`src/kmeans_assign_update_unit_defines.svh`:
```
// Assertion macros shared by the k-means unit RTL.
// Included by the modules that carry concurrent checks.
`ifndef KMEANS_ASSIGN_UPDATE_UNIT_DEFINES_SVH
`define KMEANS_ASSIGN_UPDATE_UNIT_DEFINES_SVH
`ifndef SYNTHESIS
`define KMAU_ASSERT(lbl, clk, rst, prop) \
   lbl: assert property (@(posedge clk) disable iff (rst) prop) \
      else $error("kmau check failed");
`define KMAU_ASSERT_IMPLY(lbl, clk, rst, ante, cons) \
   lbl: assert property (@(posedge clk) disable iff (rst) (ante) |-> (cons)) \
      else $error("kmau check failed");
`else
`define KMAU_ASSERT(lbl, clk, rst, prop)
`define KMAU_ASSERT_IMPLY(lbl, clk, rst, ante, cons)
`endif
`endif

```
`src/kmau_pkg.sv`:
```
// Shared types, codes and constants for the k-means assign/update unit.
// No dependencies.
package kmau_pkg;
   localparam int DEF_MAX_CENTERS = 16;
   localparam int DEF_MAX_DIMS    = 128;
   localparam int DEF_COUNT_BITS  = 24;

   localparam int ELEM_BITS  = 16;
   localparam int SUM_BITS   = 40;
   localparam int TOTAL_BITS = 48;
   localparam int ROOT_BITS  = 20;
   localparam int QUOT_BITS  = 16;

   localparam int CSR_IDX_BITS  = 2;
   localparam int CSR_DATA_BITS = 8;
   localparam logic [CSR_IDX_BITS-1:0] CSR_CENTERS = 2'd0;
   localparam logic [CSR_IDX_BITS-1:0] CSR_DIMS    = 2'd1;
   localparam logic [4:0] RST_CENTERS = 5'd10;
   localparam logic [7:0] RST_DIMS    = 8'd100;

   localparam logic [1:0] CMD_LOAD   = 2'd0;
   localparam logic [1:0] CMD_SAMPLE = 2'd1;
   localparam logic [1:0] CMD_FINISH = 2'd2;

   localparam logic KIND_ASSIGN = 1'b0;
   localparam logic KIND_TOTAL  = 1'b1;

   typedef enum logic [1:0] {OP_LOAD, OP_SAMPLE, OP_FINISH} op_type;

   typedef struct packed {
      op_type      op;
      logic        last;
      logic [3:0]  center_slot;
      logic [6:0]  dim_slot;
      logic [15:0] elem_value;
   } work_type;
endpackage

```
`src/kmau_if.sv`:
```
// Channel interfaces of the k-means unit: request, response, register write.
// Plain valid/ready channels; no package dependency.
interface kmau_req_if;
   logic        valid;
   logic        ready;
   logic [1:0]  command;
   logic [3:0]  center_slot;
   logic [6:0]  dim_slot;
   logic [15:0] elem_value;
   modport source (output valid, command, center_slot, dim_slot, elem_value, input ready);
   modport sink (input valid, command, center_slot, dim_slot, elem_value, output ready);
endinterface


interface kmau_csr_if;
   logic       valid;
   logic       ready;
   logic [1:0] index;
   logic [7:0] data;
   modport source (output valid, index, data, input ready);
   modport sink (input valid, index, data, output ready);
endinterface

```
`src/kmau_front.sv`:
```
// Front end: register file, command decode and a two-entry work queue.
// Depends on kmau_pkg, kmau_if and the assertion macro header.
`include "kmeans_assign_update_unit_defines.svh"
module kmau_front #(
   parameter int MAX_CENTERS = kmau_pkg::DEF_MAX_CENTERS,
   parameter int MAX_DIMS = kmau_pkg::DEF_MAX_DIMS,
   localparam int NCW = $clog2(MAX_CENTERS + 1),
   localparam int NDW = $clog2(MAX_DIMS + 1)
) (
   input  logic               clock,
   input  logic               reset,
   kmau_req_if.sink           req,
   kmau_csr_if.sink           csr,
   input  logic               clearing,
   output logic [NCW-1:0]     n_centers,
   output logic [NDW-1:0]     n_dims,
   output kmau_pkg::work_type q_head,
   output logic               q_valid,
   input  logic               q_pop
);
   import kmau_pkg::*;

   logic [4:0] centers_ff;
   logic [7:0] dims_ff;
   work_type   entry_in;
   logic       keep;
   logic       push;
   work_type   slot_ff [2];
   logic       wr_ptr_ff;
   logic       rd_ptr_ff;
   logic [1:0] count_ff;

   assign csr.ready = 1'b1;

   always_ff @(posedge clock) begin
      if (reset) begin
         centers_ff <= RST_CENTERS;
         dims_ff    <= RST_DIMS;
      end else if (csr.valid && csr.ready) begin
         case (csr.index)
            CSR_CENTERS: centers_ff <= csr.data[4:0];
            CSR_DIMS:    dims_ff <= csr.data;
            default: ;
         endcase
      end
   end

   // zero reads as one, anything past the maximum as the maximum
   always_comb begin
      if (centers_ff == '0) begin
         n_centers = NCW'(1);
      end else if (int'(centers_ff) > MAX_CENTERS) begin
         n_centers = NCW'(MAX_CENTERS);
      end else begin
         n_centers = NCW'(centers_ff);
      end
      if (dims_ff == '0) begin
         n_dims = NDW'(1);
      end else if (int'(dims_ff) > MAX_DIMS) begin
         n_dims = NDW'(MAX_DIMS);
      end else begin
         n_dims = NDW'(dims_ff);
      end
   end

   always_comb begin
      entry_in.op          = OP_LOAD;
      entry_in.last        = (int'(req.dim_slot) == int'(n_dims) - 1);
      entry_in.center_slot = req.center_slot;
      entry_in.dim_slot    = req.dim_slot;
      entry_in.elem_value  = req.elem_value;
      keep                 = 1'b0;
      unique case (req.command)
         CMD_LOAD: begin
            keep = (int'(req.center_slot) < MAX_CENTERS) && (int'(req.dim_slot) < MAX_DIMS);
         end
         CMD_SAMPLE: begin
            entry_in.op = OP_SAMPLE;
            keep        = int'(req.dim_slot) < MAX_DIMS;
         end
         CMD_FINISH: begin
            entry_in.op = OP_FINISH;
            keep        = 1'b1;
         end
         default: keep = 1'b0;
      endcase
   end

   // dropped commands are still accepted, just never queued
   assign req.ready = (count_ff != 2'd2) && !clearing;
   assign push      = req.valid && req.ready && keep;
   assign q_valid   = count_ff != 2'd0;
   assign q_head    = slot_ff[rd_ptr_ff];

   always_ff @(posedge clock) begin
      if (reset) begin
         wr_ptr_ff <= 1'b0;
         rd_ptr_ff <= 1'b0;
         count_ff  <= 2'd0;
      end else begin
         if (push) begin
            wr_ptr_ff <= ~wr_ptr_ff;
         end
         if (q_pop) begin
            rd_ptr_ff <= ~rd_ptr_ff;
         end
         count_ff <= count_ff + 2'(push) - 2'(q_pop);
      end
   end

   always_ff @(posedge clock) begin
      if (push) begin
         slot_ff[wr_ptr_ff] <= entry_in;
      end
   end

   `KMAU_ASSERT_IMPLY(a_pop_nonempty, clock, reset, q_pop, q_valid)
   `KMAU_ASSERT(a_count_bound, clock, reset, count_ff <= 2'd2)
   `KMAU_ASSERT(a_push_visible, clock, reset, push |=> q_valid)
endmodule

```
`src/flat_wrapper.sv`:
```
// flat-port wrapper written by rule: the top's interface ports become plain ports
module kmau_front_flat import kmau_pkg::*;
#(
   parameter int MAX_CENTERS = kmau_pkg::DEF_MAX_CENTERS,
   parameter int MAX_DIMS = kmau_pkg::DEF_MAX_DIMS,
   localparam int NCW = $clog2(MAX_CENTERS + 1),
   localparam int NDW = $clog2(MAX_DIMS + 1)
)
  (clock, reset, clearing, n_centers, n_dims, q_head, q_valid, q_pop, req_valid, req_command, req_center_slot, req_dim_slot, req_elem_value, req_ready, csr_valid, csr_index, csr_data, csr_ready);
  kmau_req_if req_i ();
  kmau_csr_if csr_i ();
  input  logic clock;
  input  logic reset;
  input  logic clearing;
  output logic [NCW-1:0] n_centers;
  output logic [NDW-1:0] n_dims;
  output kmau_pkg::work_type q_head;
  output logic q_valid;
  input  logic q_pop;
  input wire logic [$bits(req_i.valid)-1:0] req_valid;
  input wire logic [$bits(req_i.command)-1:0] req_command;
  input wire logic [$bits(req_i.center_slot)-1:0] req_center_slot;
  input wire logic [$bits(req_i.dim_slot)-1:0] req_dim_slot;
  input wire logic [$bits(req_i.elem_value)-1:0] req_elem_value;
  output wire logic [$bits(req_i.ready)-1:0] req_ready;
  input wire logic [$bits(csr_i.valid)-1:0] csr_valid;
  input wire logic [$bits(csr_i.index)-1:0] csr_index;
  input wire logic [$bits(csr_i.data)-1:0] csr_data;
  output wire logic [$bits(csr_i.ready)-1:0] csr_ready;
  assign req_i.valid = req_valid;
  assign req_i.command = req_command;
  assign req_i.center_slot = req_center_slot;
  assign req_i.dim_slot = req_dim_slot;
  assign req_i.elem_value = req_elem_value;
  assign req_ready = req_i.ready;
  assign csr_i.valid = csr_valid;
  assign csr_i.index = csr_index;
  assign csr_i.data = csr_data;
  assign csr_ready = csr_i.ready;
  kmau_front #(.MAX_CENTERS(MAX_CENTERS), .MAX_DIMS(MAX_DIMS)) u_core (.clock(clock), .reset(reset), .req(req_i), .csr(csr_i), .clearing(clearing), .n_centers(n_centers), .n_dims(n_dims), .q_head(q_head), .q_valid(q_valid), .q_pop(q_pop));
endmodule
```
`config.mk`:
```
export PLATFORM = sky130hd
export DESIGN_NAME = kmau_front_flat
export DESIGN_NICKNAME = d
export VERILOG_FILES = /design/src/kmau_pkg.sv /design/src/kmau_if.sv /design/src/kmau_front.sv /design/src/flat_wrapper.sv
export VERILOG_INCLUDE_DIRS = /design/src /design/src/src
export SDC_FILE = /design/constraint.sdc
export NUM_CORES = 1
export LEC_CHECK = 0
export BUFFER_PORTS_ARGS = -buffer_cell sky130_fd_sc_hd__buf_2
export CORE_UTILIZATION = 47
export DETAILED_ROUTE_END_ITERATION = 12
export GPL_ROUTABILITY_DRIVEN = 1
export PLACE_DENSITY = 0.76
export SYNTH_ARGS = -nofsm -noshare
export SYNTH_HDL_FRONTEND = slang
export SYNTH_SLANG_ARGS = --single-unit
```
`constraint.sdc`:
```
create_clock -name clock -period 2.65 [get_ports clock]
set_input_delay 0.795 -clock clock [delete_from_list [all_inputs] [get_ports clock]]
set_output_delay 0.795 -clock clock [all_outputs]
set_load 0.01 [all_outputs]
```
==> results of run 1 <==
==> cells in the mapped netlist (all sizes together) <==
cell type,instances
buf,3
xor2,4
clkbuf,8
nor4bb,1
a22oi,1
or2,2
nand3,3
mux2i,8
nand3b,1
a21oi,1
a211oi,1
and4,1
o21ai,3
a221oi,1
nor3b,1
nor2,22
o31a,1
xnor2,6
edfxtp,60
a31oi,1
or4,2
mux2,30
a211o,7
nor4,2
nand2b,2
or3,2
dfxtp,18
ha,3
nand2,3
o31ai,2
inv,10
o311a,1
conb,1
nor3,5
nor2b,13
==> tightest hold or removal path, stage by stage (launching register included) <==
cell	delay, ns
dfxtp_1	0.33
mux2i_1	0.06
nor2_1	0.08
==> registers in the layout (all words and copies together), names as in the netlist, named ones only <==
signal             count
u_core.slot_ff        60
u_core.wr_ptr_ff       1
u_core.dims_ff         8
u_core.centers_ff      5
u_core.count_ff        2
u_core.rd_ptr_ff       1
==> logic make-up after synthesis <==
logic type / synth area share
AO/OA/AOI/OAI: 0.0464
flip-flops: 0.657
other: 0.00114
AND/OR/NAND/NOR: 0.103
XOR/XNOR: 0.0266
buffers and inverters: 0.0274
multiplexers: 0.127
adder cells (fa/ha/maj): 0.0114
==> power groups by stage <==
stage / Sequential (uW) / Clock [uW] / Combinational, uW
floorplan: 1430 / 0 / 222
global placement: 1420 / 0 / 361
detailed placement: 1430 / 0 / 369
CTS: 1400 / 976 / 373
global route: 1410 / 1030 / 411
finish: 1400 / 956 / 374
==> timing repair <==
action / CTS / global route
resized for setup: 1 / 8
setup endpoints to repair: 2 / 2
setup buffers: 0 / 4
gates cloned: 0 / 0
pin swaps: 0 / 7
==> cell type report <==
class	count	area, um^2
timing repair buffer	104	577
clock inverter	6	85.1
tap	96	120
multi-input combinational	131	1080
fill	528	2610
inverter	10	37.5
sequential	78	2160
clock buffer	10	128
==> through the flow <==
stage	instances	area [um^2]
3_3_place_gp	415	3910
4_1_cts	431	4130
6_report	435	4190
3_5_place_dp	415	3910
2_1_floorplan	230	3290
5_1_grt	435	4190
==> final timing paths <==
path	depth (start not counted)	endpoint	from
max reg2reg	9	u_core.slot_ff[1][27]	u_core.dims_ff[3]
min reg2reg	2	u_core.centers_ff[0]	u_core.centers_ff[0]
max	9	u_core.slot_ff[1][27]	u_core.dims_ff[3]
min	2	u_core.centers_ff[0]	u_core.centers_ff[0]
==> layer usage <==
metal | vias to the layer above | wire length, um | track usage
met2 | 80 | 2940 | 0.297
met4 | 0 | 183 | 0.109
met1 | 997 | 2670 | 0.214
li1 | 1044 | - | -
met3 | 15 | 344 | 0.0452
met5 | - | 0 | 0
==> flow_metrics.tcl, run 1 <==
set metrics [dict create \
    slew_violations 0 \
    crit_buf_inv 0 \
    swShare 0.235 \
    yosysSeqAreaShare 0.657 \
    synth.avg_cell_area_um2 14.3 \
    grt_pass1_vias 2124 \
    holdCritPathClass "flop to flop" \
    io_pins 91 \
    cts_hold_buf 0 \
    area_delta_synth_final_pct 27.3 \
    max-vdd-ir-drop_mv 0.319 \
    p_int_uw 2090 \
    syn_inst 230 \
    final_nets 382 \
    finalHoldViolations 0 \
    std_cell_rows 30 \
    synth-seq-cells 78 \
    cpMaxStageDelayCell "or4_4" \
    synth_nets 278 \
    ys_warn_count 0 \
    slew_headroom 0.656 \
    powerDensity_nw_per_um2 652 \
    die_w_um 85.7 \
    dr_total_vias 2136 \
    crit_type "flop to flop" \
    setup.worst_path.end_class "flop" \
    hold_slack_ns 0.505 \
    cts_inserted_buffers 9 \
    clockBufferDepth 2 \
    maxCapViolations 0 \
    post_route_cells_drive_above_1_share 0.481 \
    synth_area_um2 3290 \
    layout_min_cycle_time_ns 2.64 \
    antenna_found_initial 0 \
    p_leak_uw 0.00167 \
    layout_setup_ws_ns 0.00715 \
    cts_max_level 3 \
    tightestPinTransition_ns 0.514 \
    dpl_worst_slack_ns -0.0466 \
    fin_tns_setup_ns 0 \
    p_total_uw 2730 \
    grt_first_pass_wirelength_mm 9.92 \
    final_common_cell "buf_2" \
    synth_top_area_frac 0.548 \
    p_clk_frac 0.350 \
    clk_latency_ns 0.34 \
    die_area_um2 7340 \
    drtIter0Drc 73 \
    p_seq_frac 0.513 \
    critPathMaxFanout 6 \
    drc_errors 0 \
    final_core_util 0.617 \
    cts_root_buf "clkbuf_8" \
    path_cells "or4_4 -> nor3_4 -> o21ai_2 -> ha_4 -> or2_4 -> a211o_1 -> o21ai_1 -> nand3_1 -> nor4_2" \
    worstPathArrival_ns 2.80 \
    worst_ep_required_time_ns 2.80 \
    start_util 0.484 \
    viasPerCell 4.91 \
    dpl.hpwl_mm 4.19 \
    first_pass_iters 4 \
    clock-sinks 78 \
    rsz0062_at_grt "true" \
    fmax_mhz 378 \
    cp-start-kind "flop" \
    grt_max_degree 31 \
    status "finished clean" \
    avgRoutedWirePerCell_um 14.1 \
    wl_mm 6.13 \
    p_switching_uw 641 \
    die_h_um 85.7 \
    grt-ovfl-total 0 \
    setup_violations 0 \
    slowest_delay_ns 0.55 \
    period_share 0.997 \
    yosysTopAreaCell "edfxtp_1" \
    ys_top_cells_by_area "edfxtp_1, dfxtp_1, mux2_2" \
    fin_worst_skew_ns 0.0104 \
    pwr-share-comb 0.137 \
    place.gp.congestion 0.850 \
    ff2ff_setup_slack_ns 0.007 \
    final_cell_mix "buf_2, edfxtp_1, mux2_2" \
    cts_tree "built" \
    grt_usage 0.180 \
    cts.clk_slew.worst_paths_ns 0.08 \
    yosysUniqueCellTypes 44 \
    ant_nets 0 \
    core_um2 6790 \
    port-buffer-count 89 \
    antenna_cells 0 \
    path_delay_family "simple AND/OR/NAND/NOR gates" \
]
Power figures use the tool's default switching activity.
==> run 2, diff against run 1 <==
Settings changed: CORE_MARGIN from default to 4.
==> run 2 against run 1 <==
Combinational power barely moved. Routed wire length rose by 2.3%. Worst setup slack improved by 0.036 ns. Fmax rose by 1.4%. Utilization fell by 0.61 points. Count of clock-buffer cells in the layout did not move. Non-clock buffer count fell by 4. Critical path type unchanged. Critical endpoint unchanged. Highest routed layer unchanged.
==> flow_metrics.tcl, run 2 (synthesis results as in run 1) <==
set metrics [dict create \
    clock-sinks 78 \
    slew_violations 0 \
    dpl.hpwl_mm 4.35 \
    fin_worst_skew_ns 0.00664 \
    dr_total_vias 2102 \
    place.gp.congestion 0.762 \
    cts_max_level 3 \
    cts_root_buf "clkbuf_8" \
    die_w_um 91.7 \
    cts_inserted_buffers 9 \
    std_cell_rows 30 \
    drc_errors 0 \
    clk_latency_ns 0.34 \
    avgRoutedWirePerCell_um 14.6 \
    p_leak_uw 0.00164 \
    worst_ep_required_time_ns 2.81 \
    swShare 0.243 \
    slew_headroom 0.646 \
    die_h_um 91.7 \
    cts.clk_slew.worst_paths_ns 0.08 \
    p_seq_frac 0.530 \
    final_cell_mix "buf_2, edfxtp_1, mux2_2" \
    crit_type "flop to flop" \
    cpMaxStageDelayCell "or4_4" \
    die_area_um2 8400 \
    path_cells "or4_4 -> nor3_4 -> o21ai_2 -> ha_4 -> buf_4 -> xor2_2 -> xnor2_1 -> o311a_1 -> nand3_1 -> nor4_2" \
    status "finished clean" \
    finalHoldViolations 0 \
    clockBufferDepth 2 \
    p_switching_uw 641 \
    fin_area_um2 4150 \
    viasPerCell 4.88 \
    hold_slack_ns 0.515 \
    wl_mm 6.28 \
    cts_hold_buf 0 \
    holdCritPathClass "flop to flop" \
    ant_nets 0 \
    grt-ovfl-total 0 \
    place_area_um2 3900 \
    cp-start-kind "flop" \
    grt_first_pass_wirelength_mm 10.0 \
    start_util 0.484 \
    maxCapViolations 0 \
    grt_usage 0.152 \
    crit_buf_inv 1 \
    setup.worst_path.end_class "flop" \
    io_pins 91 \
    cts_tree "built" \
    area_delta_synth_final_pct 26.0 \
    final_nets 378 \
    p_clk_frac 0.329 \
    worstPathArrival_ns 2.76 \
    setup_violations 0 \
    max-vdd-ir-drop_mv 0.316 \
    p_int_uw 2000 \
    tightestPinTransition_ns 0.529 \
    path_delay_family "simple AND/OR/NAND/NOR gates" \
    core_um2 6790 \
    fin_cells 431 \
    pwr-share-comb 0.141 \
    slowest_delay_ns 0.56 \
    ff2ff_setup_slack_ns 0.04 \
    port-buffer-count 89 \
    first_pass_iters 4 \
    rsz0062_at_grt "true" \
    top_regs "u_core.slot_ff: 60 flops, u_core.dims_ff: 8 flops, u_core.centers_ff: 5 flops" \
    fmax_mhz 384 \
    fin_tns_setup_ns 0 \
    largest_reg_flops 60 \
    post_route_cells_drive_above_1_share 0.478 \
    drtIter0Drc 76 \
    p_total_uw 2640 \
    critPathMaxFanout 6 \
    top_register "u_core.slot_ff" \
    antenna_cells 0 \
    period_share 0.984 \
    final_common_cell "buf_2" \
    grt_max_degree 31 \
    powerDensity_nw_per_um2 637 \
    post-place-cells 413 \
    grt_pass1_vias 2143 \
    antenna_found_initial 0 \
    layout_min_cycle_time_ns 2.61 \
]
==> run 2: worst paths after layout <==
| check | start | to | depth (start not counted) |
|---|---|---|---|
| setup / recovery | u_core.dims_ff[5] | u_core.slot_ff[1][27] | 10 |
| hold / removal | u_core.rd_ptr_ff | flop | 2 |
| setup reg to reg | u_core.dims_ff[5] | u_core.slot_ff[1][27] | 10 |
| hold reg to reg | u_core.rd_ptr_ff | flop | 2 |
==> run 2: area by class of cell <==
| cell class | instances | area (um^2) |
|---|---|---|
| Clock buffer | 10 | 128 |
| Clock inverter | 6 | 70.1 |
| Fill cell | 530 | 2650 |
| Inverter | 10 | 37.5 |
| Multi-Input combinational cell | 131 | 1080 |
| Sequential cell | 78 | 2160 |
| Tap cell | 96 | 120 |
| Timing Repair Buffer | 100 | 553 |
==> run 2: through the flow <==
| stage | util | setup WS, ns |
|---|---|---|
| after global routing | 0.610 | -0.102 |
| after global placement | 0.574 | 0.129 |
| after CTS | 0.604 | 0.0607 |
| after detailed placement | 0.574 | 0.0000551 |
| after floorplan | - | -0.326 |
| final | 0.610 | 0.0432 |
==> run 2: timing repair <==
item	CTS	global route
gates resized for setup	1	7
gates cloned	0	0
setup endpoints to repair	2	2
hold endpoints to repair	0	0
pin swaps	0	6
buffers inserted	0	2
==> run 2: power by group through the flow <==
stage	Clock (uW)	Sequential, uW	Combinational (uW)
2_1_floorplan	0	1430	222
3_3_place_gp	0	1420	361
3_5_place_dp	0	1430	369
4_1_cts	896	1400	373
5_1_grt	957	1400	409
6_report	870	1400	372
==> run 2: layer usage <==
layer | share of wire | GRT usage | vias up
met3 | 0.076 | 0.0459 | 7
met4 | 0.015 | 0.0603 | 0
li1 | - | - | 1041
met5 | 0 | 0 | -
met1 | 0.42 | 0.180 | 975
met2 | 0.49 | 0.259 | 79
==> run 2: worst min-delay path, stage by stage (launching register included) <==
cell and delay, ns:
dfxtp_1 0.33, xnor2_1 0.08, nor2_1 0.07
